**config.mk**
```make
export PLATFORM = sky130hd
export DESIGN_NAME = vur_mem
export DESIGN_NICKNAME = d
export VERILOG_FILES = /design/src/rtl/vur_pkg.sv /design/src/rtl/vur_mem.sv
export SDC_FILE = /design/constraint.sdc
export NUM_CORES = 2
export LEC_CHECK = 0
export BUFFER_PORTS_ARGS = -buffer_cell sky130_fd_sc_hd__buf_2
export CAP_MARGIN = 20
export CELL_PAD_IN_SITES_DETAIL_PLACEMENT = 1
export CELL_PAD_IN_SITES_GLOBAL_PLACEMENT = 1
export CORE_ASPECT_RATIO = 0.5
export CORE_MARGIN = 3
export CORE_UTILIZATION = 40
export CTS_CLUSTER_DIAMETER = 200
export DETAILED_ROUTE_END_ITERATION = 10
export GPL_TIMING_DRIVEN = 0
export PLACE_DENSITY_LB_ADDON = 0.08
export SETUP_SLACK_MARGIN = 0.2
export SLEW_MARGIN = 25
export SYNTH_ARGS = -nofsm -noshare
export SYNTH_HDL_FRONTEND = slang
export SYNTH_SLANG_ARGS = --single-unit
export TNS_END_PERCENT = 1
```
**constraint.sdc**
```tcl
create_clock -name clk -period 3.5 [get_ports clk]
set_clock_uncertainty 0.2 [all_clocks]
set_input_delay 0.7 -clock clk [delete_from_list [all_inputs] [get_ports clk]]
set_output_delay 0.7 -clock clk [all_outputs]
set_load 0.005 [all_outputs]
```
**src/rtl/vur_pkg.sv**
```systemverilog
// Shared types, constants and a helper function for the video unit register port.
package vur_pkg;

  localparam int VIDEO_MEM_DEPTH  = 16384;
  localparam int SPRITE_MEM_DEPTH = 256;
  localparam int VADDR_W          = 14;
  localparam int OAM_AW           = $clog2(SPRITE_MEM_DEPTH);
  localparam int VRAM_AW          = $clog2(VIDEO_MEM_DEPTH);

  localparam logic [VADDR_W-1:0] NT_MIRROR_LO    = 14'h2FFF;
  localparam logic [VADDR_W-1:0] PAL_BASE        = 14'h3F00;
  localparam logic [VADDR_W-1:0] PAL_TOP         = 14'h3F1F;
  localparam logic [VADDR_W-1:0] NT_MIRROR_STEP  = 14'h1000;
  localparam logic [VADDR_W-1:0] PAL_MIRROR_STEP = 14'h0020;
  localparam logic [VADDR_W-1:0] PAL_THRESHOLD   = 14'h3EFF;
  localparam logic [VADDR_W-1:0] ROW_STEP        = 14'd32;
  localparam logic [VADDR_W-1:0] COL_STEP        = 14'd1;

  typedef enum logic [3:0] {
    OP_RD_CTRL    = 4'd0,
    OP_WR_CTRL    = 4'd1,
    OP_RD_MASK    = 4'd2,
    OP_WR_MASK    = 4'd3,
    OP_RD_STATUS  = 4'd4,
    OP_WR_OAMADDR = 4'd5,
    OP_RD_OAM     = 4'd6,
    OP_WR_OAM     = 4'd7,
    OP_WR_SCROLL  = 4'd8,
    OP_WR_ADDR    = 4'd9,
    OP_RD_DATA    = 4'd10,
    OP_WR_DATA    = 4'd11,
    OP_VBL_BEGIN  = 4'd12,
    OP_VBL_END    = 4'd13
  } op_t;

  // Where the result byte of a request comes from once memory data is back.
  typedef enum logic [1:0] {
    RSEL_REG,
    RSEL_SPRITE,
    RSEL_BUFFERED,
    RSEL_PALETTE
  } rsel_t;

  typedef struct packed {
    rsel_t      sel;
    logic [7:0] value;
  } stage_t;

  typedef struct packed {
    logic               vram_rd;
    logic               vram_wr;
    logic               oam_rd;
    logic               oam_wr;
    logic [VADDR_W-1:0] vram_addr;
    logic [OAM_AW-1:0]  oam_addr;
    logic [7:0]         wdata;
  } mem_req_t;

  // Nametable and palette mirrors, applied once.
  function automatic logic [VADDR_W-1:0] mirror_addr(input logic [VADDR_W-1:0] a);
    logic [VADDR_W-1:0] m;
    m = a;
    if (a > NT_MIRROR_LO && a < PAL_BASE) begin
      m = a - NT_MIRROR_STEP;
    end else if (a > PAL_TOP) begin
      m = a - PAL_MIRROR_STEP;
    end
    return m;
  endfunction

endpackage

```
**src/rtl/vur_mem.sv**
```systemverilog
// Single-port synchronous byte memory with a registered read.
module vur_mem #(
  parameter int DEPTH = vur_pkg::SPRITE_MEM_DEPTH
) (
  input  logic                     clk,
  input  logic                     rd_en,
  input  logic                     wr_en,
  input  logic [$clog2(DEPTH)-1:0] addr,
  input  logic [7:0]               wdata,
  output logic [7:0]               rdata
);

  logic [7:0] mem [DEPTH];

  always_ff @(posedge clk) begin
    if (wr_en) begin
      mem[addr] <= wdata;
    end
  end

  always_ff @(posedge clk) begin
    if (rd_en) begin
      rdata <= mem[addr];
    end
  end

endmodule

```
==> summary.md <==
| Metric | Value |
|---|---|
| Tot Pwr | 50.3 mW |
| Layout cells sized above 1 | 31.4% |
| Area Overhead vs Synth | 15.5% |
| Post-synthesis mux area share | 14.7% |
| Pin count of the biggest net entering global routing | 111 |
| Mean Syn Cell Area | 22.2 sq um |
| Slew @ Worst Pin | 1.06 ns |
| Synth Area in Compound Gates | 3.62% |
| DIE WIDTH | 633 um |
| Most common cell in the netlist | edfxtp_1 |
| Setup tns final | -0.0477 ns |
| Site Rows | 114 |
| Clock input transition at the sequential cells of the worst setup and hold paths | 0.06 ns |
| Post-Place Cells | 6225 |
| Async SR Flop Fraction | 0% |
| Sw Share | between 20 and 25% |
| Max_slew headroom | between 20% and 30% |
| Worst R2R Start | mem[239][5] |
| Post-DP Area | 83300 sq um |
| Synth top area share | 78.6% |
| Fin crit period | 3.53 ns |
| DPL Wire Length | 162 mm |
| Main area contributors after synthesis | edfxtp_1 (79%), mux4_2 (15%), a22oi_1 (2.4%) |
| Finished Cell Area | about 90000 sq um |
| Yosys reg bits | 2056 |
| Clock share of power | 40.5% |
| Synth Instances | approximately 3500 |
| Setup crit start kind | primary input |
| Xor and xnor area share after synthesis | 0% |
| Highest clock rate | about 280 MHz |
| Psw | 11.1 mW |
| Final nets | 3833 |
| Setup WS pre-CTS | -2.53 ns |
| Initial Util | 40.4% |
| DRT Pass-1 Iters | 5 |
| I/O Pins | 27 |
| Hold Crit Depth | 1 |
| Comb power frac | between 5 and 6% |
| Total track usage | 23.9% |
| Final Core Density | 46.7% |
| Drt wl/cell | 36.7 um |
| Hold Crit Class | in -> reg |
| RSZ-0062 raised after global routing | true |
| PD cells | 555 nW/um^2 |
| Top FF cell, synth | edfxtp_1 |
| Setup slack, reg-to-reg | about 0.42 ns |
| R2r worst-path depth | 5 |
| Die ar. | 202000 sq um |
| Worst Path Max Fanout | 10 |
| RR Endpoint | rdata[5] |
| Vias per Instance | 5.96 |
| Worst vdd ir | 0.351 mV |
| Largest family of logic cells by synthesized area | multiplexers |
| Cell accounting for the most synthesized area | edfxtp_1 |
| Seq/Total Area, Yosys | between 70% and 80% |
| Max H-tree Level | 4 |
| Initial antenna violation count | 14 |
| Crit end category | flop |
| Total grt overflow | 0 |
| GPL Wtd Cong | 0.852 |
| CTS tree | yes |
| Clk_lat worst skew | 0.85 ns |
| Leak | 27.1 nW |
| Final cell count without fillers | around 6600 |
| Hold endpoint | mem[149][7] |
| Hold Crit Start | wdata[7] |
| CP Data Required Time | around 3.8 ns |
| Final setup violation count | 2 |
| DR iter-0 viols | 4993 |
| Post-Syn Area | 78600 sq um |
| IO Port Bufs | 22 |
| Power share of the sequential group | 54.0% |
| CP Class | in -> reg |
| First-pass GRT wire length | 332 mm |
| Max Cap Viol | 0 |
| Final setup margin | -0.0285 ns |
| Clk sinks | 2056 |
| Final wirelength | 241 mm |
| Mapped Nets | 3566 |
| Crit path DAT | 3.80 ns |
| Syn. warnings | 0 |
| Vias in the first global route | 40200 |
| Endpoints failing hold | 0 |
| Internal power | 39.2 mW |
| Adder-cell share of the synthesized area | 0% |
| Vias | 39200 |
| Slew Limit Fails | 0 |
| Max clock buf depth | 4 |
| Total CTS buffers | ~190 |
| Antenna-violating nets left | 0 |
| Drc violations | 0 |
| Violated checks | setup timing |
| Final hold slack | 0.0584 ns |
| Clock root cell | clkbuf_16 |
| Core area | 194000 sq um |
| Synth Area in Simple Gates | 1.73% |
| Commonest cells post-synth | edfxtp_1 (2056), mux4_2 (512), a22oi_1 (256) |
| Yosys cell types | 21 |
| Status | finished, violations left |
| Final period util | 101% |
| Post-synth EDFFs | 2056 |
| Die height | roughly 320 um |
-- layout by cell type, fill, tap and decap left out, types with 4 or more instances in the layout --
master	count
a22oi_2	12
buf_12	12
mux4_2	512
clkbuf_4	25
nand2b_1	6
a21oi_2	20
buf_4	34
nand2_1	23
edfxtp_1	2056
inv_6	4
buf_8	11
buf_1	5
o41ai_2	4
buf_16	27
o41ai_1	22
nor2b_1	6
nor3_2	30
nor2_1	61
a22oi_1	244
nor2_2	72
clkinv_1	57
a21oi_1	105
nand4_1	8
clkbuf_1	111
nand3_2	4
nand2_2	4
o41ai_4	6
clkbuf_8	4
buf_6	20
nor2_4	99
bufinv_16	12
clkbuf_2	53
buf_2	39
clkinv_2	29
clkbuf_16	198
nand3_1	7
-- worst max-delay path: stages --
cell	delay, ns
buf_4	0.24
clkbuf_4	0.37
buf_2	0.44
mux4_2	0.37
a22oi_1	0.33
a21oi_1	0.24
o41ai_2	0.45
buf_2	0.27
nand4_1	0.29
-- how the worst max path moves through the flow --
| stage | startpoint | to | slack [ns] | cells past startpoint |
|---|---|---|---|---|
| finish | addr[1] | rdata[3] | -0.03 | 9 |
| global route | addr[3] | rdata[7] | -0.0004 | 10 |
| CTS | addr[0] | rdata[6] | -0.02 | 9 |
| detailed placement | addr[1] | mem[95][3] | -2.53 | 10 |
| global placement | addr[3] | mem[112][2] | -3.64 | 7 |
| floorplan | addr[1] | mem[111][0] | 0.38 | 9 |
-- metal layers --
metal	up-vias	share of wire [%]	global-route usage, %	wire length, um
met1	21800	45	36.5	110000
met3	310	8.0	5.46	19400
met4	0	2.4	5.34	5890
met5	-	0	0	0
li1	15700	-	-	-
met2	1429	44	35.1	106000
-- final cells by class --
cell class                      count  area, sq um
Timing Repair Buffer               72         1250
Clock inverter                    105          777
Tap cell                         2610         3270
Clock buffer                      237         5080
Antenna cell                        3         7.51
Sequential cell                  2056        61700
Buffer                            232         1420
Multi-Input combinational cell   1258        17200
Fill cell                       17300       104000
Inverter                            1         3.75
-- power groups by stage --
stage	Combinational, mW	Sequential [mW]	Clock, mW
after floorplan	1.21	27.7	0
after global placement	2.50	27.8	0
after detailed placement	2.68	27.7	0
after CTS	2.76	27.2	20.8
after global routing	2.90	27.1	21.8
final	2.76	27.2	20.4
-- flip-flops by register name, indices dropped and copies added, names as in the netlist --
name and count:
mem 2048, rdata 8
-- logic make-up (layout without fill, tap and decap cells) --
kind of cell / count (synthesis) / after routing
mux: 512 / 512
flops: 2056 / 2056
simple gates: 330 / 330
buf+inv: 233 / 647
other cells: 0 / 3
compound gates: 416 / 416
-- what timing repair did --
action,in CTS,in global routing
hold endpoints to repair,17,0
setup buffers,0,3
pin swaps,12,6
hold buffers,1,0
endpoints found under the setup margin,2031,905
gates resized for setup,380,88
Power figures use the tool's default switching activity.
