File: config.mk
export PLATFORM = sky130hd
export DESIGN_NAME = vur_resp
export DESIGN_NICKNAME = d
export VERILOG_FILES = /design/src/rtl/vur_pkg.sv /design/src/rtl/vur_resp.sv
export SDC_FILE = /design/constraint.sdc
export NUM_CORES = 1
export LEC_CHECK = 0
export BUFFER_PORTS_ARGS = -buffer_cell sky130_fd_sc_hd__buf_2
export CAP_MARGIN = 20
export CELL_PAD_IN_SITES_DETAIL_PLACEMENT = 1
export CELL_PAD_IN_SITES_GLOBAL_PLACEMENT = 2
export CORE_ASPECT_RATIO = 1.4
export CORE_UTILIZATION = 37
export CTS_BUF_LIST = sky130_fd_sc_hd__clkbuf_4
export DETAILED_ROUTE_END_ITERATION = 16
export PLACE_DENSITY_LB_ADDON = 0.1
export SLEW_MARGIN = 40
export SYNTH_ARGS = -nofsm -noshare
export SYNTH_HDL_FRONTEND = slang
export SYNTH_SLANG_ARGS = --single-unit
File: constraint.sdc
create_clock -name clk -period 3.7 [get_ports clk]
set_input_delay 0.37 -clock clk [delete_from_list [all_inputs] [get_ports clk]]
set_output_delay 0.37 -clock clk [all_outputs]
set_load 0.05 [all_outputs]
File: src/rtl/vur_pkg.sv
// Shared types, constants and a helper function for the video unit register port.
package vur_pkg;

  localparam int VIDEO_MEM_DEPTH  = 16384;
  localparam int SPRITE_MEM_DEPTH = 256;
  localparam int VADDR_W          = 14;
  localparam int OAM_AW           = $clog2(SPRITE_MEM_DEPTH);
  localparam int VRAM_AW          = $clog2(VIDEO_MEM_DEPTH);

  localparam logic [VADDR_W-1:0] NT_MIRROR_LO    = 14'h2FFF;
  localparam logic [VADDR_W-1:0] PAL_BASE        = 14'h3F00;
  localparam logic [VADDR_W-1:0] PAL_TOP         = 14'h3F1F;
  localparam logic [VADDR_W-1:0] NT_MIRROR_STEP  = 14'h1000;
  localparam logic [VADDR_W-1:0] PAL_MIRROR_STEP = 14'h0020;
  localparam logic [VADDR_W-1:0] PAL_THRESHOLD   = 14'h3EFF;
  localparam logic [VADDR_W-1:0] ROW_STEP        = 14'd32;
  localparam logic [VADDR_W-1:0] COL_STEP        = 14'd1;

  typedef enum logic [3:0] {
    OP_RD_CTRL    = 4'd0,
    OP_WR_CTRL    = 4'd1,
    OP_RD_MASK    = 4'd2,
    OP_WR_MASK    = 4'd3,
    OP_RD_STATUS  = 4'd4,
    OP_WR_OAMADDR = 4'd5,
    OP_RD_OAM     = 4'd6,
    OP_WR_OAM     = 4'd7,
    OP_WR_SCROLL  = 4'd8,
    OP_WR_ADDR    = 4'd9,
    OP_RD_DATA    = 4'd10,
    OP_WR_DATA    = 4'd11,
    OP_VBL_BEGIN  = 4'd12,
    OP_VBL_END    = 4'd13
  } op_t;

  // Where the result byte of a request comes from once memory data is back.
  typedef enum logic [1:0] {
    RSEL_REG,
    RSEL_SPRITE,
    RSEL_BUFFERED,
    RSEL_PALETTE
  } rsel_t;

  typedef struct packed {
    rsel_t      sel;
    logic [7:0] value;
  } stage_t;

  typedef struct packed {
    logic               vram_rd;
    logic               vram_wr;
    logic               oam_rd;
    logic               oam_wr;
    logic [VADDR_W-1:0] vram_addr;
    logic [OAM_AW-1:0]  oam_addr;
    logic [7:0]         wdata;
  } mem_req_t;

  // Nametable and palette mirrors, applied once.
  function automatic logic [VADDR_W-1:0] mirror_addr(input logic [VADDR_W-1:0] a);
    logic [VADDR_W-1:0] m;
    m = a;
    if (a > NT_MIRROR_LO && a < PAL_BASE) begin
      m = a - NT_MIRROR_STEP;
    end else if (a > PAL_TOP) begin
      m = a - PAL_MIRROR_STEP;
    end
    return m;
  endfunction

endpackage

File: src/rtl/vur_resp.sv
// Result path: waits for memory data, applies the read buffer and holds the output register.
module vur_resp (
  input  logic            clk,
  input  logic            rst,
  input  logic            accept,
  input  vur_pkg::stage_t stage,
  input  logic [7:0]      vram_rdata,
  input  logic [7:0]      oam_rdata,
  input  logic            rsp_stall,
  output logic            req_stall,
  output logic            rsp_valid,
  output logic [7:0]      read_data
);
  import vur_pkg::*;

  logic       s1_valid;
  stage_t     s1;
  logic [7:0] read_buffer;
  logic       s1_move;
  logic [7:0] result;

  // The memory data registers only load on an accepted request, so they hold
  // while the request waits here.
  assign s1_move   = s1_valid && (!rsp_valid || !rsp_stall);
  assign req_stall = s1_valid && !s1_move;

  always_comb begin
    case (s1.sel)
      RSEL_REG:      result = s1.value;
      RSEL_SPRITE:   result = oam_rdata;
      RSEL_BUFFERED: result = read_buffer;
      RSEL_PALETTE:  result = vram_rdata;
      default:       result = s1.value;
    endcase
  end

  always_ff @(posedge clk) begin
    if (rst) begin
      s1_valid    <= 1'b0;
      rsp_valid   <= 1'b0;
      read_buffer <= '0;
    end else begin
      if (accept) begin
        s1_valid <= 1'b1;
      end else if (s1_move) begin
        s1_valid <= 1'b0;
      end
      if (s1_move) begin
        rsp_valid <= 1'b1;
        if (s1.sel == RSEL_BUFFERED || s1.sel == RSEL_PALETTE) begin
          read_buffer <= vram_rdata;
        end
      end else if (!rsp_stall) begin
        rsp_valid <= 1'b0;
      end
    end
  end

  always_ff @(posedge clk) begin
    if (accept) begin
      s1 <= stage;
    end
    if (s1_move) begin
      read_data <= result;
    end
  end

endmodule

==> results of run 1 <==
path summary, 6_finish.rpt:
path | startpoint | endpoint | slack, ns | cells after the start
max | rsp_valid | req_stall | 2.09 | 2
min | stage[1] | s1[1] | 0.20 | 1
max reg2reg | s1[8] | read_data[5] | 2.16 | 1
min reg2reg | s1_valid | rsp_valid | 0.54 | 2
layer usage:
layer | track usage [%] | share of wire, % | vias to the layer above
li1 | - | - | 355
met1 | 16.9 | 43 | 354
met2 | 25.5 | 53 | 21
met3 | 2.41 | 3.8 | 2
met4 | 7.30 | 0.72 | 0
met5 | 0 | 0 | -
cells in the mapped netlist:
master / instances / share of area [%]
and3_2: 1 / 0.63
buf_2: 2 / 0.84
nand3_1: 8 / 3.3
mux4_2: 8 / 15
nor2_1: 3 / 0.94
a21boi_4: 1 / 1.6
a21bo_2: 7 / 5.9
a21oi_1: 1 / 0.42
dfxtp_1: 10 / 17
buf_6: 3 / 2.8
edfxtp_1: 18 / 45
a21bo_1: 1 / 0.84
a21oi_2: 8 / 5.9
sequential cells by signal, indices dropped and copies added, names as in the netlist:
| name | flops |
|---|---|
| rsp_valid | 1 |
| s1 | 10 |
| read_buffer | 8 |
| s1_valid | 1 |
| read_data | 8 |
stage by stage:
step	hold slack [ns]	instance area, sq um
3_5_place_dp	0.507	1400
2_1_floorplan	0.452	1200
3_3_place_gp	0.484	1400
6_report	0.204	1460
5_1_grt	0.183	1460
4_1_cts	0.186	1450
power by group:
group          leakage (nW)  total [mW]  switching (mW)  internal [mW]
clock                0.0279       0.200          0.0900          0.110
combinational         0.282      0.0918          0.0505         0.0413
sequential            0.255       0.368          0.0123          0.355
final cells by class:
cell class                      count  area share (%)
Sequential cell                    28            50.7
Multi-Input combinational cell     38            28.3
Timing Repair Buffer               40            14.1
Tap cell                           39            3.34
Clock inverter                      1            2.05
Clock buffer                        3            1.54
kinds of logic (layout without fill, tap and decap cells):
| kind of cell | after synthesis | after routing | synth area share, % |
|---|---|---|---|
| flip-flops | 28 | 28 | 61.9 |
| buffers and inverters | 5 | 44 | 3.66 |
| multiplexers | 8 | 8 | 15.0 |
| AND/OR/NAND/NOR | 12 | 12 | 4.91 |
| AO/OA/AOI/OAI | 18 | 18 | 14.5 |
==> results.toml, run 1 <==
[cts]
tritoncts = "done"
cts.sinks = 28
cts_buffers = 3
hold_buffers = 0
cts_root_buffer = "clkbuf_4"
postCtsSetupBuffers = 0
clk_pin_slew_worst_paths_ns = 0.15
ctsResizeCount = 0
cts_max_level = 1
insertion_delay_ns = 0.33
clock_path_buffers = 2

[final_layout]
layoutNonFillerInstCount = 149
multi_input_area_sq_um = 413
diodes = 0
nets = 141
final_cell_mix = "buf_2 (39), edfxtp_1 (18), dfxtp_1 (10)"
mostFrequentLayoutCell = "buf_2"
syn2layout_area_growth_pct = 22.0
final_util_pct = 47.2
seq_area_sq_um = 741
drive_gt1_share_pct = 62.7
fill_cells = 331

[detailed_routing]
ant_nets = 0
drt_first_pass_iters = 2
via_per_inst = 4.91
drt_iter0_drc = 23
routed_wl_um = 2350
num_vias = 732
wl_per_cell_um = 15.8
drc = 0

[synthesis]
yosysWarnings = 0
synth_area_sq_um = 1200
synth-seq-area-share_pct = 61.9
ys_seq_elements = 28
synthesis.nets = 101
synthCells = 71
yosysUniqueCellTypes = 13
synth_area_per_cell_sq_um = 16.9

[pwr]
p_leak_nw = 0.565
total_power_uw = 659
pwr_density_cell_nw_per_um2 = 451
max-vdd-ir-drop_v = 0.000238

[timing]
max_freq_mhz = 622
clock_skew_ns = 0.00615
setup_viol = 0
fin_crit_sh_pct = 43.4
slew_viol_final = 0
worstMarginPinSlew_ns = 0.675
rsz0062_at_grt = "false"
setup_tns_ns = 0
worst_slack_ns = 2.09
hold_viol_final = 0
slew_headroom_pct = 54.9
min_period_ns = 1.61

[worst_hold_path]
hp-class = "input pin to flip-flop"

[setup_path]
critPathBufInv = 1
crit_path_end_kind = "primary output"
crit_fanout = 4
cp.arrival_ns = 1.24
critPathTopFamily = "flip-flops"
worstPathCellList = "and3_2 > buf_2"
slowest_delay_ns = 0.44
cp.required_ns = 3.33
slowest_stage = "dfxtp_1"
startpoint_type = "flip-flop"
crit_type = "flip-flop to primary output"

[place]
dp.cells = 144
preCtsSetupSlack_ns = 2.12
hpwl_um = 1610
place_congestion = 0.672
port_buffers = 39

[die]
ios = 40
die_area_sq_um = 3470
fp.dieH_um = 69.3
rows = 24
start_util_pct = 38.7
coreArea_sq_um = 3090
fp.dieW_um = 50.1

[global_routing]
globalRoute.totalOverflow = 0
grt_usage_pct = 14.7
grt_pass1_vias = 824
grt_pass1_wl_um = 3770
grt_max_degree = 25
antenna_found_initial = 0

[run]
drv_cap = 0

[outcome]
status = "finished, final reports clean"
Note: power is estimated with default switching activity, not from simulation.
==> run 2: changes to the inputs <==
- CORE_UTILIZATION: 37 -> 35
- clock period: 3.7 -> 1.6 ns (I/O delays scaled with it)
==> run 2 against run 1 <==
Against the previous run:
- via count grew 10%
- non-clock buffer count grew 13
- global-route usage up 0.30 points
- clock skew grew 0.00091 ns
- final area increased by 8.1%
- critical path type unchanged
==> results.toml, run 2 (synthesis results as in run 1) <==
[timing]
rsz0062_at_grt = "false"
fin_crit_sh_pct = 87.9
min_period_ns = 1.41
slew_viol_final = 0
slew_headroom_pct = 79.7
setup_tns_ns = 0
worst_slack_ns = 0.193
worstMarginPinSlew_ns = 0.304
max_freq_mhz = 711
setup_viol = 0
clock_skew_ns = 0.00706
hold_viol_final = 0

[final_layout]
fill_cells = 350
final_cell_mix = "buf_2 (39), edfxtp_1 (18), dlygate4sd3_1 (10), dfxtp_1 (10)"
final_area_sq_um = 1580
drive_gt1_share_pct = 58.5
mostFrequentLayoutCell = "buf_2"
largest-register = "s1"
nets = 154
diodes = 0
reg.largest.list = "s1 (10), read_buffer (8), read_data (8)"
largest_register_ffs = 10
layoutNonFillerInstCount = 162
syn2layout_area_growth_pct = 32.0

[die]
coreArea_sq_um = 3180
start_util_pct = 37.6
die_area_sq_um = 3660
fp.dieH_um = 71.2
ios = 40
rows = 24
fp.dieW_um = 51.4

[global_routing]
antenna_found_initial = 0
grt_max_degree = 25
grt_usage_pct = 15.0
grt_pass1_wl_um = 3970
grt_pass1_vias = 864
globalRoute.totalOverflow = 0

[detailed_routing]
num_vias = 808
routed_wl_um = 2420
ant_nets = 0
drt_first_pass_iters = 3
wl_per_cell_um = 14.9
via_per_inst = 4.99
drc = 0
drt_iter0_drc = 14

[cts]
clk_pin_slew_worst_paths_ns = 0.15
insertion_delay_ns = 0.32
tritoncts = "done"
cts_root_buffer = "clkbuf_4"
postCtsSetupBuffers = 0
cts.sinks = 28
clock_path_buffers = 2
cts_max_level = 1
cts_buffers = 3

[outcome]
status = "finished, final reports clean"

[setup_path]
crit_fanout = 4
r2r_cells = 2
cp.required_ns = 1.44
startpoint_type = "flip-flop"
cp.arrival_ns = 1.25
crit_path_end = "req_stall"
regToRegEndpoint = "read_data[3]"
ff2ff_setup_slack_ns = 0.29
crit_path_end_kind = "primary output"
r2r_start = "s1[8]"
crit_start = "rsp_valid"
crit_type = "flip-flop to primary output"

[pwr]
p_leak_nw = 0.620
pwr_density_cell_nw_per_um2 = 979
max-vdd-ir-drop_v = 0.000536

[place]
place_congestion = 0.711
preCtsSetupSlack_ns = 0.313
hpwl_um = 1650
dp.cells = 148
placed_cell_area_sq_um = 1430
port_buffers = 39

[run]
drv_cap = 0

[worst_hold_path]
hp-class = "input pin to flip-flop"
[run 2: repair_timing]
item	CTS	global route
hold endpoints to repair	10	0
hold buffers	10	0
gates resized for setup	0	0
[run 2: per-stage QoR]
stage	hold WS, ns	utilization [%]	total power [mW]
6_report	0.0795	49.6	1.55
5_1_grt	0.0727	49.6	1.62
4_1_cts	0.0580	49.6	1.57
2_1_floorplan	0.259	-	1.01
3_3_place_gp	0.336	44.9	1.08
3_5_place_dp	0.338	44.9	1.09
[run 2: report_power, final]
part           leakage (nW)  switching [mW]  internal [mW]
Combinational         0.337           0.134          0.117
Sequential            0.255          0.0145          0.821
Clock                0.0279           0.207          0.253
Total                 0.620           0.356           1.19
[run 2: routing by layer]
layer | vias to the layer above | share of wire [%] | track usage, %
met3 | 2 | 4.0 | 2.37
met4 | 0 | 0.95 | 6.31
met5 | - | 0 | 0
met1 | 401 | 41 | 17.8
li1 | 382 | - | -
met2 | 23 | 54 | 26.1
[run 2: worst min-delay path by stage]
| stage | cells past startpoint | from | to | slack, ns |
|---|---|---|---|---|
| 6_report | 3 | vram_rdata[5] | read_buffer[5] | 0.08 |
| 5_1_grt | 3 | vram_rdata[7] | read_buffer[7] | 0.07 |
| 4_1_cts | 3 | vram_rdata[2] | read_buffer[2] | 0.06 |
| 3_5_place_dp | 1 | stage[0] | s1[0] | 0.34 |
| 3_3_place_gp | 1 | stage[1] | s1[1] | 0.34 |
| 2_1_floorplan | 0 | stage[0] | s1[0] | 0.26 |
[run 2: critical path, cell delays in order, from the launching register on]
cell and delay, ns:
dfxtp_1 0.45, and3_2 0.22, buf_2 0.26
[run 2: final cells by class]
type | instances | area, sq um | area share [%]
multi-input combinational | 38 | 413 | 26.1
sequential | 28 | 741 | 46.9
tap | 39 | 48.8 | 3.09
clock buffer | 3 | 22.5 | 1.43
timing repair buffer | 53 | 325 | 20.6
clock inverter | 1 | 30.0 | 1.90
==> run 3: changes to the inputs <==
==> constraint.sdc (replaced) <==
create_clock -name clk -period 1.6 [get_ports clk]
set_input_delay 0.08 -clock clk [delete_from_list [all_inputs] [get_ports clk]]
set_output_delay 0.08 -clock clk [all_outputs]
set_load 0.05 [all_outputs]
==> run 3 against run 2 <==
Against the previous run:
- worst setup slack gained 0.081 ns
- global-route usage is 0.17 points higher
- via count increased by 2.0%
- largest power group unchanged
==> results.toml, run 3 (synthesis results as in run 1) <==
[cts]
cts_root_buffer = "clkbuf_4"
clk_pin_slew_worst_paths_ns = 0.15
ctsResizeCount = 0
tritoncts = "done"
insertion_delay_ns = 0.32
cts_max_level = 1
cts.sinks = 28
cts_buffers = 3
clock_path_buffers = 2

[outcome]
status = "finished, final reports clean"

[die]
die_area_sq_um = 3660
coreArea_sq_um = 3180
fp.dieH_um = 71.2
ios = 40
fp.dieW_um = 51.4
rows = 24
start_util_pct = 37.6

[setup_path]
critPathBufInv = 1
crit_type = "flip-flop to primary output"
critPathTopFamily = "flip-flops"
crit_path_end_kind = "primary output"
r2r_cells = 2
ff2ff_setup_slack_ns = 0.29
cp.arrival_ns = 1.25
crit_fanout = 4
regToRegEndpoint = "read_data[3]"
cp.required_ns = 1.52
crit_start = "rsp_valid"
worstPathCellList = "and3_2 > buf_2"
r2r_start = "s1[8]"
slowest_stage = "dfxtp_1"
slowest_delay_ns = 0.45
startpoint_type = "flip-flop"
cp.depth = 2

[detailed_routing]
num_vias = 824
drt_iter0_drc = 11
drc = 0
routed_wl_um = 2470
wl_per_cell_um = 14.7
via_per_inst = 4.90
ant_nets = 0
drt_first_pass_iters = 3

[final_layout]
nets = 160
syn2layout_area_growth_pct = 37.0
reg.largest.list = "s1 (10), read_buffer (8), read_data (8)"
mostFrequentLayoutCell = "buf_2"
diodes = 0
largest-register = "s1"
final_cell_mix = "buf_2 (39), edfxtp_1 (18), dlygate4sd3_1 (16), dfxtp_1 (10)"
drive_gt1_share_pct = 55.8
largest_register_ffs = 10

[timing]
slew_headroom_pct = 80.0
max_freq_mhz = 754
hold_viol_final = 0
rsz0062_at_grt = "false"
setup_viol = 0
min_period_ns = 1.33
worst_slack_ns = 0.274
fin_crit_sh_pct = 82.9
slew_viol_final = 0
worstMarginPinSlew_ns = 0.301
clock_skew_ns = 0.00793
setup_tns_ns = 0

[pwr]
p_switching_uw = 357
p_leak_nw = 0.645
pwr_density_cell_nw_per_um2 = 950
p_sw_share_pct = 22.9
max-vdd-ir-drop_v = 0.000535
power.internal_mw = 1.20
seq_power_share_pct = 53.6
p_clk_share_pct = 29.5
comb_power_share_pct = 16.8

[global_routing]
grt_usage_pct = 15.1
grt_max_degree = 25
grt_pass1_wl_um = 4020
globalRoute.totalOverflow = 0
antenna_found_initial = 0
grt_pass1_vias = 890

[worst_hold_path]
min-delay-start = "vram_rdata[3]"
hold_path_end = "read_buffer[3]"
worstHoldPathCells = 3
hp-class = "input pin to flip-flop"

[place]
hpwl_um = 1650
port_buffers = 39
preCtsSetupSlack_ns = 0.313
place_congestion = 0.711

[run]
drv_cap = 0
-- run 3: cell count changes in the layout (fill, tap and decap cells not counted) --
cell / change
dlygate4sd3_1: +6
-- run 3: per-stage QoR --
stage | hold slack, ns | util [%] | total power, mW | instances | cell area, sq um
2_1_floorplan | 0.179 | - | 1.01 | 71 | 1200
3_3_place_gp | 0.256 | 44.9 | 1.08 | 148 | 1430
3_5_place_dp | 0.258 | 44.9 | 1.09 | 148 | 1430
4_1_cts | 0.00244 | 51.5 | 1.59 | 168 | 1640
5_1_grt | 0.00709 | 51.5 | 1.63 | 168 | 1640
6_report | 0.0233 | 51.5 | 1.56 | 168 | 1640
-- run 3: power by group through the flow --
stage / logic (mW) / clock network, mW / registers, mW
2_1_floorplan: 0.110 / 0 / 0.902
3_3_place_gp: 0.230 / 0 / 0.851
3_5_place_dp: 0.234 / 0 / 0.853
4_1_cts: 0.265 / 0.484 / 0.837
5_1_grt: 0.283 / 0.505 / 0.840
6_report: 0.262 / 0.460 / 0.836
-- run 3: cell type report --
| type | count | area (sq um) |
|---|---|---|
| fillers | 342 | 1540 |
| flip-flops and latches | 28 | 741 |
| clock inverters | 1 | 30.0 |
| multi-input cells | 38 | 413 |
| well taps | 39 | 48.8 |
| repair buffers | 59 | 385 |
| clock buffers | 3 | 22.5 |
-- run 3: worst max path at each step --
| stage | end | slack, ns |
|---|---|---|
| final | req_stall | 0.27 |
| after global routing | req_stall | 0.20 |
| after CTS | req_stall | 0.23 |
| after detailed placement | read_data[3] | 0.31 |
| after global placement | read_data[3] | 0.34 |
| after floorplan | read_buffer[6] | 0.21 |
-- run 3: routing by layer --
| layer | share of wire, % | GRT usage [%] | vias up |
|---|---|---|---|
| li1 | - | - | 394 |
| met1 | 41 | 18.4 | 405 |
| met2 | 54 | 26.1 | 23 |
| met3 | 3.4 | 2.37 | 2 |
| met4 | 0.93 | 6.31 | 0 |
| met5 | 0 | 0 | - |
-- run 3: tightest hold or removal path, delay by kind of cell --
family,cells,cell delay (ns)
simple gates,1,0.08
buf+inv,1,0.11
compound gates,1,0.05
-- run 3: timing repair --
action                                 CTS  global route
hold buffers                            16             0
setup buffers                            0             0
endpoints found under the hold margin   16             0
