===== config.mk =====
export PLATFORM = sky130hd
export DESIGN_NAME = vur_regs
export DESIGN_NICKNAME = d
export VERILOG_FILES = /design/src/rtl/vur_pkg.sv /design/src/rtl/vur_regs.sv
export SDC_FILE = /design/constraint.sdc
export NUM_CORES = 1
export LEC_CHECK = 0
export BUFFER_PORTS_ARGS = -buffer_cell sky130_fd_sc_hd__buf_4
export CORE_UTILIZATION = 50
export CTS_BUF_LIST = sky130_fd_sc_hd__clkbuf_16
export CTS_CLUSTER_SIZE = 14
export DETAILED_ROUTE_END_ITERATION = 6
export HOLD_SLACK_MARGIN = 0.03
export PLACE_DENSITY = 0.74
export SLEW_MARGIN = 30
export SYNTH_ARGS = -nofsm -noshare
export SYNTH_HDL_FRONTEND = slang
export SYNTH_SLANG_ARGS = --single-unit

===== constraint.sdc =====
create_clock -name clk -period 2.4 [get_ports clk]
set_input_delay 0.48 -clock clk [delete_from_list [all_inputs] [get_ports clk]]
set_output_delay 0.48 -clock clk [all_outputs]
set_load 0.05 [all_outputs]

===== src/rtl/vur_pkg.sv =====
// Shared types, constants and a helper function for the video unit register port.
package vur_pkg;

  localparam int VIDEO_MEM_DEPTH  = 16384;
  localparam int SPRITE_MEM_DEPTH = 256;
  localparam int VADDR_W          = 14;
  localparam int OAM_AW           = $clog2(SPRITE_MEM_DEPTH);
  localparam int VRAM_AW          = $clog2(VIDEO_MEM_DEPTH);

  localparam logic [VADDR_W-1:0] NT_MIRROR_LO    = 14'h2FFF;
  localparam logic [VADDR_W-1:0] PAL_BASE        = 14'h3F00;
  localparam logic [VADDR_W-1:0] PAL_TOP         = 14'h3F1F;
  localparam logic [VADDR_W-1:0] NT_MIRROR_STEP  = 14'h1000;
  localparam logic [VADDR_W-1:0] PAL_MIRROR_STEP = 14'h0020;
  localparam logic [VADDR_W-1:0] PAL_THRESHOLD   = 14'h3EFF;
  localparam logic [VADDR_W-1:0] ROW_STEP        = 14'd32;
  localparam logic [VADDR_W-1:0] COL_STEP        = 14'd1;

  typedef enum logic [3:0] {
    OP_RD_CTRL    = 4'd0,
    OP_WR_CTRL    = 4'd1,
    OP_RD_MASK    = 4'd2,
    OP_WR_MASK    = 4'd3,
    OP_RD_STATUS  = 4'd4,
    OP_WR_OAMADDR = 4'd5,
    OP_RD_OAM     = 4'd6,
    OP_WR_OAM     = 4'd7,
    OP_WR_SCROLL  = 4'd8,
    OP_WR_ADDR    = 4'd9,
    OP_RD_DATA    = 4'd10,
    OP_WR_DATA    = 4'd11,
    OP_VBL_BEGIN  = 4'd12,
    OP_VBL_END    = 4'd13
  } op_t;

  // Where the result byte of a request comes from once memory data is back.
  typedef enum logic [1:0] {
    RSEL_REG,
    RSEL_SPRITE,
    RSEL_BUFFERED,
    RSEL_PALETTE
  } rsel_t;

  typedef struct packed {
    rsel_t      sel;
    logic [7:0] value;
  } stage_t;

  typedef struct packed {
    logic               vram_rd;
    logic               vram_wr;
    logic               oam_rd;
    logic               oam_wr;
    logic [VADDR_W-1:0] vram_addr;
    logic [OAM_AW-1:0]  oam_addr;
    logic [7:0]         wdata;
  } mem_req_t;

  // Nametable and palette mirrors, applied once.
  function automatic logic [VADDR_W-1:0] mirror_addr(input logic [VADDR_W-1:0] a);
    logic [VADDR_W-1:0] m;
    m = a;
    if (a > NT_MIRROR_LO && a < PAL_BASE) begin
      m = a - NT_MIRROR_STEP;
    end else if (a > PAL_TOP) begin
      m = a - PAL_MIRROR_STEP;
    end
    return m;
  endfunction

endpackage


===== src/rtl/vur_regs.sv =====
// Register file and request decode: updates control state and issues memory accesses.
module vur_regs (
  input  logic              clk,
  input  logic              rst,
  input  logic              accept,
  input  logic [3:0]        op,
  input  logic [7:0]        data_in,
  output vur_pkg::stage_t   stage,
  output vur_pkg::mem_req_t mem_req
);
  import vur_pkg::*;

  logic [7:0]         control_reg, control_next;
  logic [7:0]         mask_reg, mask_next;
  logic [7:0]         status_reg, status_next;
  logic [VADDR_W-1:0] video_address, video_address_next;
  logic               address_phase, address_phase_next;
  logic [VADDR_W-1:0] sprite_address, sprite_address_next;
  logic               sprite_phase, sprite_phase_next;
  logic [15:0]        scroll_value, scroll_value_next;
  logic               scroll_phase, scroll_phase_next;
  logic               vblank_active, vblank_active_next;
  logic [VADDR_W-1:0] step;
  op_t                opc;

  always_comb begin
    opc  = op_t'(op);
    step = control_reg[2] ? ROW_STEP : COL_STEP;

    stage.sel   = RSEL_REG;
    stage.value = 8'h00;

    mem_req.vram_rd   = 1'b0;
    mem_req.vram_wr   = 1'b0;
    mem_req.oam_rd    = 1'b0;
    mem_req.oam_wr    = 1'b0;
    mem_req.vram_addr = mirror_addr(video_address);
    mem_req.oam_addr  = sprite_address[OAM_AW-1:0];
    mem_req.wdata     = data_in;

    control_next        = control_reg;
    mask_next           = mask_reg;
    status_next         = status_reg;
    video_address_next  = video_address;
    address_phase_next  = address_phase;
    sprite_address_next = sprite_address;
    sprite_phase_next   = sprite_phase;
    scroll_value_next   = scroll_value;
    scroll_phase_next   = scroll_phase;
    vblank_active_next  = vblank_active;

    // Every CPU write leaves its low five bits in the status register.
    if (opc inside {OP_WR_CTRL, OP_WR_MASK, OP_WR_OAMADDR, OP_WR_OAM,
                    OP_WR_SCROLL, OP_WR_ADDR, OP_WR_DATA}) begin
      status_next[4:0] = data_in[4:0];
    end

    case (opc)
      OP_RD_CTRL: begin
        stage.value = control_reg;
      end
      OP_WR_CTRL: begin
        control_next = data_in;
      end
      OP_RD_MASK: begin
        stage.value = mask_reg;
      end
      OP_WR_MASK: begin
        mask_next = data_in;
      end
      OP_RD_STATUS: begin
        stage.value = status_reg;
        if (!vblank_active) begin
          status_next[7] = 1'b0;
        end
        video_address_next = '0;
        address_phase_next = 1'b0;
        scroll_phase_next  = 1'b0;
        sprite_phase_next  = 1'b0;
      end
      OP_WR_OAMADDR: begin
        if (!sprite_phase) begin
          sprite_address_next = {data_in[5:0], 8'h00};
        end else begin
          sprite_address_next = sprite_address | {6'b0, data_in};
        end
        sprite_phase_next = !sprite_phase;
      end
      OP_RD_OAM: begin
        stage.sel      = RSEL_SPRITE;
        mem_req.oam_rd = accept;
        if (!vblank_active) begin
          sprite_address_next = sprite_address + COL_STEP;
        end
      end
      OP_WR_OAM: begin
        mem_req.oam_wr      = accept;
        sprite_address_next = sprite_address + COL_STEP;
      end
      OP_WR_SCROLL: begin
        if (!scroll_phase) begin
          scroll_value_next = {data_in, 8'h00};
        end else begin
          scroll_value_next = scroll_value | {8'h00, data_in};
        end
        scroll_phase_next = !scroll_phase;
      end
      OP_WR_ADDR: begin
        if (!address_phase) begin
          video_address_next = {data_in[5:0], 8'h00};
        end else begin
          video_address_next = video_address | {6'b0, data_in};
        end
        address_phase_next = !address_phase;
      end
      OP_RD_DATA: begin
        stage.sel          = (video_address > PAL_THRESHOLD) ? RSEL_PALETTE : RSEL_BUFFERED;
        mem_req.vram_rd    = accept;
        video_address_next = video_address + step;
      end
      OP_WR_DATA: begin
        mem_req.vram_wr    = accept;
        video_address_next = video_address + step;
      end
      OP_VBL_BEGIN: begin
        vblank_active_next = 1'b1;
        status_next[7]     = 1'b1;
      end
      OP_VBL_END: begin
        vblank_active_next = 1'b0;
        status_next[7]     = 1'b0;
      end
      default: begin
      end
    endcase
  end

  always_ff @(posedge clk) begin
    if (rst) begin
      control_reg    <= '0;
      mask_reg       <= '0;
      status_reg     <= '0;
      video_address  <= '0;
      address_phase  <= 1'b0;
      sprite_address <= '0;
      sprite_phase   <= 1'b0;
      scroll_value   <= '0;
      scroll_phase   <= 1'b0;
      vblank_active  <= 1'b0;
    end else if (accept) begin
      control_reg    <= control_next;
      mask_reg       <= mask_next;
      status_reg     <= status_next;
      video_address  <= video_address_next;
      address_phase  <= address_phase_next;
      sprite_address <= sprite_address_next;
      sprite_phase   <= sprite_phase_next;
      scroll_value   <= scroll_value_next;
      scroll_phase   <= scroll_phase_next;
      vblank_active  <= vblank_active_next;
    end
  end

endmodule


==> metrics.cfg, run 1 <==
[grt]
grt_use_met3_pct = 5.75
grt_overflow = 0
gr-usage-met1_pct = 33.7
grt_pass1_wl_um = 12500
busiest_layer = met2
grt_pass1_vias = 2544
grt.total_usage_pct = 25.7
met2_usage_pct = 41.7
antenna_found_initial = 0
grt_max_degree = 43

[yosys]
ys_seq_elements = 47
synth_edf_count = 0
syn_inst = 365
yosysSeqAreaShare_pct = 31.9
async_flop_share_pct = 0
synth.avg_cell_area_um2 = 8.09
synth_top_area_cell = dfxtp_1
synth_top_area_share_pct = 31.9
yosysMostFrequentCell = nor2_1
synth-main-ff-cell = dfxtp_1
synth_nets = 387
synth_area_leaders = dfxtp_1 32%, mux2i_1 7.8%, nor2_1 6.7%, nand2_1 4.8%, buf_4 4.3%
yosys-top-cells-count = 53 x nor2_1, 47 x dfxtp_1, 38 x nand2_1, 23 x mux2i_1, 19 x a21oi_1
ys_warn_count = 0
yosys.cell_types.count = 61
syn-cell-area_mm2 = 0.00295

[sta]
rsz0062_at_grt = no
post-route-min-period_ns = 2.24
worst_pin_slew_ns = 0.605
skew_ns = 0.00264
fin_crit_sh_pct = 93.4
fmax_mhz = 446
maxSlewViolCount = 0
tns_ns = 0
setup_viol = 0
relSlewSlack_pct = 59.5
whs_ns = 0.474
hold_viol_final = 0

[floorplanning]
core-area_mm2 = 0.00561
initial_core_util_pct = 52.6
io_pins = 59
fp.dieArea_mm2 = 0.00621
fp.dieW_um = 78.8
row_count = 27
die_h_um = 78.8

[clock_tree]
clkLatencyLatePin_ns = 0.28
clkSlewWorstSetupHoldPaths_ns = 0.07
post-cts-setup-buffer-count = 0
cts_buffers = 5
htreeDepth = 2
clock_path_buffers = 2
hold_buffers = 0
cts_tree = done
root_buffer = clkbuf_16
cts_num_sinks = 47

[worst_setup_path]
r2r_slack_ns = 0.37
worstSetupEndpoint = mem_req[23]
r2r_end = video_address[9]$_SDFFE_PP0P_
required_ns = 1.92
path_max_fanout = 6
startpoint_type = register
crit_start = video_address[8]$_SDFFE_PP0P_
worst_r2r_path_depth = 7
setup.worst_path.end_class = output port
cp.arrival_ns = 1.76
r2r_start = control_reg[2]$_SDFFE_PP0P_
worstSetupPathType = reg2out

[layout]
final_core_util_pct = 62.4
n_antenna_cell = 0
drive_gt1_share_pct = 22.4
nFillCells = 509
fin_area_mm2 = 0.00350
syn_to_final_growth_pct = 18.5
top_register = video_address
largest_reg_flops = 14
nets = 423

[pwr]
finalPower_uw = 1900
p_sw_share_pct = 27.2
clockPowerShare_pct = 42.7
p_switching_uw = 517
power.leakage_uw = 0.00151
seq_power_share_pct = 42.9
combPwrFrac_pct = 14.4
irDropWorstVdd_mv = 0.375
powerDensity_mw_per_mm2 = 543
p_int_uw = 1380

[hold_path]
hp-class = reg2reg
min_path_cells = 2
min_from = status_reg[7]$_SDFFE_PP0P_

[drt]
drtAntennaViolNets = 0
drc = 0
viasPerCell = 5.89
first_pass_iters = 5
routed_wl_um = 7680
initialDrtViolationCount = 191
wire_per_inst_um = 16.2
num_vias = 2790

[place]
place_congestion = 0.865
place_area_mm2 = 0.00332
hpwlAfterDp_um = 5460
io_buffers = 58

[status]
status = finished clean

[run]
maxCapViolations = 0

[repair_timing]
action | CTS | global route
pin swaps | 0 | 1
endpoints found under the setup margin | 3 | 5
resized for setup | 1 | 2
cloned | 0 | 0
endpoints found under the hold margin | 0 | 0
[routing by layer]
layer  wire length (µm)  up-vias
li1                   -     1364
met1               3440     1310
met2               3540      108
met3                601        8
met4                104        0
met5                  0        -
[power by group through the flow]
stage          Sequential [µW]  Combinational (µW)  Clock, µW
3_3_place_gp               833                 267          0
4_1_cts                    816                 272        823
3_5_place_dp               833                 271          0
5_1_grt                    819                 292        853
2_1_floorplan              838                 186          0
6_report                   816                 273        811
[worst min-delay path by stage]
stage / endpoint / slack [ns]
floorplan: status_reg[7]$_SDFFE_PP0P_ / 0.43
global placement: status_reg[7]$_SDFFE_PP0P_ / 0.44
detailed placement: status_reg[7]$_SDFFE_PP0P_ / 0.45
CTS: status_reg[7]$_SDFFE_PP0P_ / 0.46
global route: status_reg[7]$_SDFFE_PP0P_ / 0.48
finish: status_reg[7]$_SDFFE_PP0P_ / 0.47
[cell usage in the layout, fill, tap and decap left out, drive strengths merged, types with 3 or more instances in the layout]
cell type and count:
a21o 3, nor3 7, nor4b 4, buf 64
nand2 38, a21oi 19, clkbuf 5, o211ai 3
inv 11, o21bai 3, a221oi 4, nand3 14
o21ai 17, nor4 4, nor3b 3, dfxtp 47
a2bb2oi 3, ha 7, a22oi 13, and3 5
a211oi 3, nor2 53, xnor2 6, nor2b 3
nand3b 3, mux2i 23, nand2b 5, nand4 5
[critical path, stage by stage, from the launching register on]
cell	delay, ns
dfxtp_1	0.43
nand4_1	0.27
nor2_4	0.23
nand2_1	0.08
mux2_2	0.27
buf_4	0.19
[final cells by class]
class | count | area (µm²) | area share, %
clock buffer | 5 | 125 | 3.58
inverter | 10 | 37.5 | 1.07
sequential | 47 | 942 | 26.9
clock inverter | 3 | 47.5 | 1.36
timing repair buffer | 64 | 480 | 13.7
multi-input combinational | 273 | 1780 | 50.8
tap | 72 | 90.1 | 2.58
[logic make-up after synthesis]
logic type | count (synthesis) | synth area share [%]
AND/OR/NAND/NOR | 152 | 27.0
buffers and inverters | 45 | 8.22
XOR/XNOR | 7 | 2.08
multiplexers | 25 | 8.56
flip-flops | 47 | 31.9
AO/OA/AOI/OAI | 82 | 19.2
adder cells (fa/ha/maj) | 7 | 2.97
[per-stage QoR]
| step | cells | setup WS [ns] |
|---|---|---|
| 2_1_floorplan | 365 | 0.0338 |
| 3_3_place_gp | 466 | 0.264 |
| 3_5_place_dp | 466 | 0.222 |
| 4_1_cts | 474 | 0.00106 |
| 5_1_grt | 474 | 0.0294 |
| 6_report | 474 | 0.158 |
No activity file was read; power rests on OpenSTA's default activity.
==> run 2: changes to the inputs <==
CTS_BUF_LIST = not set   (was sky130_fd_sc_hd__clkbuf_16)
==> run 2 against run 1 <==
Effect of this change:
- routed wire length grew 0.33%
- combinational power is essentially flat
- via count shrank 0.39%
- total power shrank 11%
- critical path type unchanged
- sequential cell count is the same
- utilization shrank 0.87 points
- design area shrank 1.4%
- fmax grew 0.52%
- clock-buffer cell count is the same
- first-iteration DRC count grew 1.0%
- non-clock buffer count grew 1
- hold slack lost 0.0087 ns
==> metrics.cfg, run 2 (synthesized netlist as in run 1, its figures left out) <==
[sta]
maxSlewViolCount = 0  ; unchanged
tns_ns = 0  ; unchanged
fmax_mhz = 448  ; +0.52%
setup_viol = 0  ; unchanged
relSlewSlack_pct = 59.7  ; +0.29 points
worst_pin_slew_ns = 0.601  ; -0.00433 ns
post-route-min-period_ns = 2.23  ; -0.0116 ns
hold_viol_final = 0  ; unchanged
rsz0062_at_grt = no
skew_ns = 0.0128  ; +0.0102 ns
setup_slack_ns = 0.170  ; +0.0117 ns
fin_crit_sh_pct = 92.9  ; -0.49 points

[drt]
drtAntennaViolNets = 0  ; unchanged
num_vias = 2779  ; -0.39%
viasPerCell = 5.85  ; -0.60%
initialDrtViolationCount = 193  ; +1.0%
first_pass_iters = 4  ; -1
drc = 0  ; unchanged
routed_wl_um = 7700  ; +0.33%
wire_per_inst_um = 16.2  ; +0.11%

[layout]
n_antenna_cell = 0  ; unchanged
fin_cells = 475  ; +0.21%
layout_common_cells = 65 x buf_4, 52 x nor2_1, 46 x dfxtp_1
largest_reg_flops = 14  ; unchanged
top_register = video_address
nFillCells = 515  ; +1.2%
final_core_util_pct = 61.5  ; -0.87 points
final_common_cell = buf_4
nets = 424  ; +0.24%
syn_to_final_growth_pct = 16.9
drive_gt1_share_pct = 22.6  ; +0.19 points

[place]
place_ws_ns = 0.222  ; unchanged
hpwlAfterDp_um = 5460  ; unchanged
dp_cells = 466  ; unchanged
io_buffers = 58  ; unchanged
place_congestion = 0.865  ; unchanged

[floorplanning]
row_count = 27  ; unchanged
initial_core_util_pct = 52.6  ; unchanged
core-area_mm2 = 0.00561  ; unchanged
die_h_um = 78.8  ; unchanged
fp.dieW_um = 78.8  ; unchanged
fp.dieArea_mm2 = 0.00621  ; unchanged
io_pins = 59  ; unchanged

[pwr]
p_switching_uw = 495  ; -4.3%
power.leakage_uw = 0.00149  ; -1.4%
clockPowerShare_pct = 35.9  ; -6.8 points
p_int_uw = 1200  ; -13%
powerDensity_mw_per_mm2 = 492  ; -9.4%
irDropWorstVdd_mv = 0.308  ; -18%
p_sw_share_pct = 29.1  ; +1.9 points
finalPower_uw = 1700  ; -11%
combPwrFrac_pct = 16.1  ; +1.7 points
seq_power_share_pct = 48.1  ; +5.2 points

[clock_tree]
clkLatencyLatePin_ns = 0.31  ; +0.03 ns
cts_buffers = 5  ; unchanged
clock_path_buffers = 2  ; unchanged
clkSlewWorstSetupHoldPaths_ns = 0.09  ; +0.02 ns
cts_tree = done
root_buffer = clkbuf_8
hold_buffers = 0  ; unchanged
cts_num_sinks = 47  ; unchanged
htreeDepth = 2  ; unchanged

[worst_setup_path]
cp.arrival_ns = 1.75  ; about the same
worstSetupPathType = reg2out
path_max_fanout = 6  ; unchanged
setup.worst_path.end_class = output port
required_ns = 1.92  ; about the same
startpoint_type = register
r2r_slack_ns = 0.39  ; +0.02 ns

[grt]
grt.total_usage_pct = 25.5  ; -0.12 points
grt_max_degree = 43  ; unchanged
grt_pass1_vias = 2542  ; -0.079%
antenna_found_initial = 0  ; unchanged
grt_pass1_wl_um = 12500  ; -0.22%
grt_overflow = 0  ; unchanged

[status]
status = finished clean

[hold_path]
hp-class = reg2reg

[run]
maxCapViolations = 0  ; unchanged

## run 2: cell types whose count changed in the layout (fill, tap and decap cells not counted)
cell / previous run / this run
buf_4: 64 / 65
clkbuf_16: 5 / 0
clkbuf_8: 0 / 5
## run 2: path summary, 6_finish.rpt
kind | start | end | depth (start not counted)
setup / recovery | video_address[8]$_SDFFE_PP0P_ | mem_req[23] | 5
hold / removal | status_reg[7]$_SDFFE_PP0P_ | status_reg[7]$_SDFFE_PP0P_ | 2
setup reg to reg | control_reg[2]$_SDFFE_PP0P_ | video_address[10]$_SDFFE_PP0P_ | 6
hold reg to reg | status_reg[7]$_SDFFE_PP0P_ | status_reg[7]$_SDFFE_PP0P_ | 2
## run 2: what timing repair did
item,in CTS,in global routing
gates cloned,0,0
buffers inserted,0,1
hold endpoints to repair,0,0
endpoints found under the setup margin,4,5
resized for setup,2,1
pin swaps,0,1
## run 2: power by group through the flow
stage / Sequential (µW) / Clock, µW / Combinational (µW)
floorplan: 838 / 0 / 186
global placement: 833 / 0 / 267
detailed placement: 833 / 0 / 271
CTS: 815 / 618 / 272
global route: 820 / 651 / 291
finish: 816 / 608 / 273
## run 2: final cells by class
type	count	area [µm²]	share of cell area [%]
repair buffers	65	488	14.1
clock buffers	5	68.8	1.99
well taps	72	90.1	2.61
inverters	10	37.5	1.09
flip-flops and latches	47	942	27.3
clock inverters	3	47.5	1.38
multi-input cells	273	1780	51.5
## run 2: critical path, cell delays in order (launching register included)
cell     delay, ns
dfxtp_1       0.44
nand4_1       0.25
nor2_4        0.23
nand2_1       0.08
mux2_2        0.27
buf_4         0.19
## run 2: per-stage QoR
stage	area, µm²	hold WS [ns]
6_report	3450	0.465
5_1_grt	3450	0.479
4_1_cts	3440	0.462
3_5_place_dp	3320	0.455
3_3_place_gp	3320	0.444
2_1_floorplan	2950	0.432
## run 2: layer usage
layer  track usage (%)  routed length (µm)  vias up
met5                 0                   0        -
met4              8.55                  82        0
met3              5.52                 682        8
met2              40.7                3490      110
met1              34.1                3450     1299
li1                  -                   -     1362
==> run 3: changes to the inputs <==
BUFFER_PORTS_ARGS = not set   (was -buffer_cell sky130_fd_sc_hd__buf_4)
DONT_BUFFER_PORTS = 1   (was not set)
PLACE_DENSITY = not set   (was 0.74)
==> run 3 against run 2 <==
Effect of this change:
- utilization shrank 2.7 points
- sequential share of layout area grew 1.2 points
- non-clock buffer count shrank 28
- hold slack lost 0.22 ns
- final cell count shrank 6.1%
- combinational power shrank 35%
- die area is the same
- critical endpoint is now mem_req[22]
- highest routed layer unchanged
==> metrics.cfg, run 3 (synthesized netlist as in run 1, its figures left out) <==
[floorplanning]
row_count = 27  ; unchanged
core-area_mm2 = 0.00561  ; unchanged
fp.dieW_um = 78.8  ; unchanged
die_h_um = 78.8  ; unchanged
fp.dieArea_mm2 = 0.00621  ; unchanged
initial_core_util_pct = 52.6  ; unchanged
io_pins = 59  ; unchanged

[layout]
syn_to_final_growth_pct = 11.8
fin_cells = 446  ; -6.1%
top_register = video_address
largest_reg_flops = 14  ; unchanged
nets = 396  ; -6.6%
layout_common_cells = 52 x nor2_1, 47 x dfxtp_1, 38 x nand2_1
nFillCells = 523  ; +1.6%
final_common_cell = nor2_1
drive_gt1_share_pct = 16.3  ; -6.3 points
n_antenna_cell = 0  ; unchanged
final_core_util_pct = 58.8  ; -2.7 points

[worst_setup_path]
startpoint_type = register
cp.arrival_ns = 1.69  ; -0.06 ns
setup.worst_path.end_class = output port
crit_start = video_address[10]$_SDFFE_PP0P_
required_ns = 1.92  ; about the same
worstSetupPathType = reg2out
path_max_fanout = 5  ; -1
r2r_start = control_reg[2]$_SDFFE_PP0P_

[grt]
grt_max_degree = 43  ; unchanged
antenna_found_initial = 0  ; unchanged
grt_overflow = 0  ; unchanged
grt_pass1_wl_um = 12600  ; +1.3%
grt_pass1_vias = 2390  ; -6.0%
grt.total_usage_pct = 26.4  ; +0.83 points

[place]
hpwlAfterDp_um = 5520  ; +1.1%
place_ws_ns = 0.416  ; +0.193 ns
dp_cells = 439  ; -5.8%
io_buffers = 0  ; -100%
place_congestion = 0.851  ; -1.6%

[pwr]
power.leakage_uw = 0.00135  ; -8.9%
irDropWorstVdd_mv = 0.208  ; -33%
p_sw_share_pct = 27.8  ; -1.4 points
combPwrFrac_pct = 12.1  ; -4.0 points
powerDensity_mw_per_mm2 = 446  ; -9.3%
clockPowerShare_pct = 32.8  ; -3.1 points
seq_power_share_pct = 55.1  ; +7.0 points
p_switching_uw = 409  ; -17%
p_int_uw = 1060  ; -12%

[sta]
fin_crit_sh_pct = 90.2  ; -2.7 points
fmax_mhz = 462  ; +3.0%
setup_slack_ns = 0.235  ; +0.0650 ns
skew_ns = 0.00229  ; -0.0105 ns
whs_ns = 0.245  ; -0.220 ns
rsz0062_at_grt = no
post-route-min-period_ns = 2.17  ; -0.0650 ns
relSlewSlack_pct = 55.0  ; -4.7 points
hold_viol_final = 0  ; unchanged
worst_pin_slew_ns = 0.673  ; +0.0723 ns
maxSlewViolCount = 0  ; unchanged
setup_viol = 0  ; unchanged
tns_ns = 0  ; unchanged

[clock_tree]
cts_resized = 0  ; -2
post-cts-setup-buffer-count = 0  ; unchanged
cts_tree = done
clock_path_buffers = 2  ; unchanged
htreeDepth = 2  ; unchanged
cts_buffers = 5  ; unchanged
cts_num_sinks = 47  ; unchanged
clkSlewWorstSetupHoldPaths_ns = 0.09  ; about the same
root_buffer = clkbuf_8
clkLatencyLatePin_ns = 0.30  ; about the same
hold_buffers = 0  ; unchanged

[drt]
routed_wl_um = 7820  ; +1.5%
drc = 0  ; unchanged
viasPerCell = 6.06  ; +3.6%
first_pass_iters = 4  ; unchanged
drtAntennaViolNets = 0  ; unchanged
wire_per_inst_um = 17.5  ; +8.1%
num_vias = 2702  ; -2.8%
initialDrtViolationCount = 197  ; +2.1%

[hold_path]
min_from = rst
hp-class = in2reg

[run]
maxCapViolations = 0  ; unchanged

[status]
status = finished clean

[run 3: critical path, cell delays in order (launching register included)]
cell and delay [ns]:
dfxtp_1 0.37, nand4_1 0.25, nor2_2 0.27, o21ai_0 0.12, a22oi_1 0.15, buf_4 0.22
[run 3: layer usage]
metal | part of all wire, % | vias up | global-route usage (%)
met5 | 0 | - | 0
met3 | 8.3 | 8 | 6.32
li1 | - | 1311 | -
met4 | 1.0 | 0 | 6.91
met1 | 48 | 1269 | 38.3
met2 | 42 | 114 | 38.7
[run 3: cell type report]
| cell class | instances | area (µm²) | area share [%] |
|---|---|---|---|
| clock inverter | 2 | 13.8 | 0.417 |
| multi-input combinational | 273 | 1770 | 53.7 |
| sequential | 47 | 941 | 28.5 |
| clock buffer | 5 | 68.8 | 2.09 |
| timing repair buffer | 37 | 378 | 11.5 |
| tap | 72 | 90.1 | 2.73 |
| inverter | 10 | 37.5 | 1.14 |
[run 3: stage by stage]
step,instance area [µm²],total power [µW]
floorplan,2950,1020
global placement,3210,1000
detailed placement,3210,1010
CTS,3300,1480
global route,3300,1530
finish,3300,1470
[run 3: final timing paths]
kind	endpoint	slack (ns)	cells past startpoint
worst max-delay path	mem_req[22]	0.23	5
worst min-delay path	vblank_active$_SDFFE_PP0P_	0.25	1
worst max register to register	video_address[9]$_SDFFE_PP0P_	0.35	7
worst min register to register	vblank_active$_SDFFE_PP0P_	0.48	2
[run 3: power by group through the flow]
| stage | Combinational [µW] | Clock, µW | Sequential (µW) |
|---|---|---|---|
| global placement | 175 | 0 | 828 |
| detailed placement | 177 | 0 | 828 |
| global route | 193 | 524 | 812 |
| floorplan | 186 | 0 | 838 |
| finish | 178 | 483 | 811 |
| CTS | 178 | 490 | 810 |
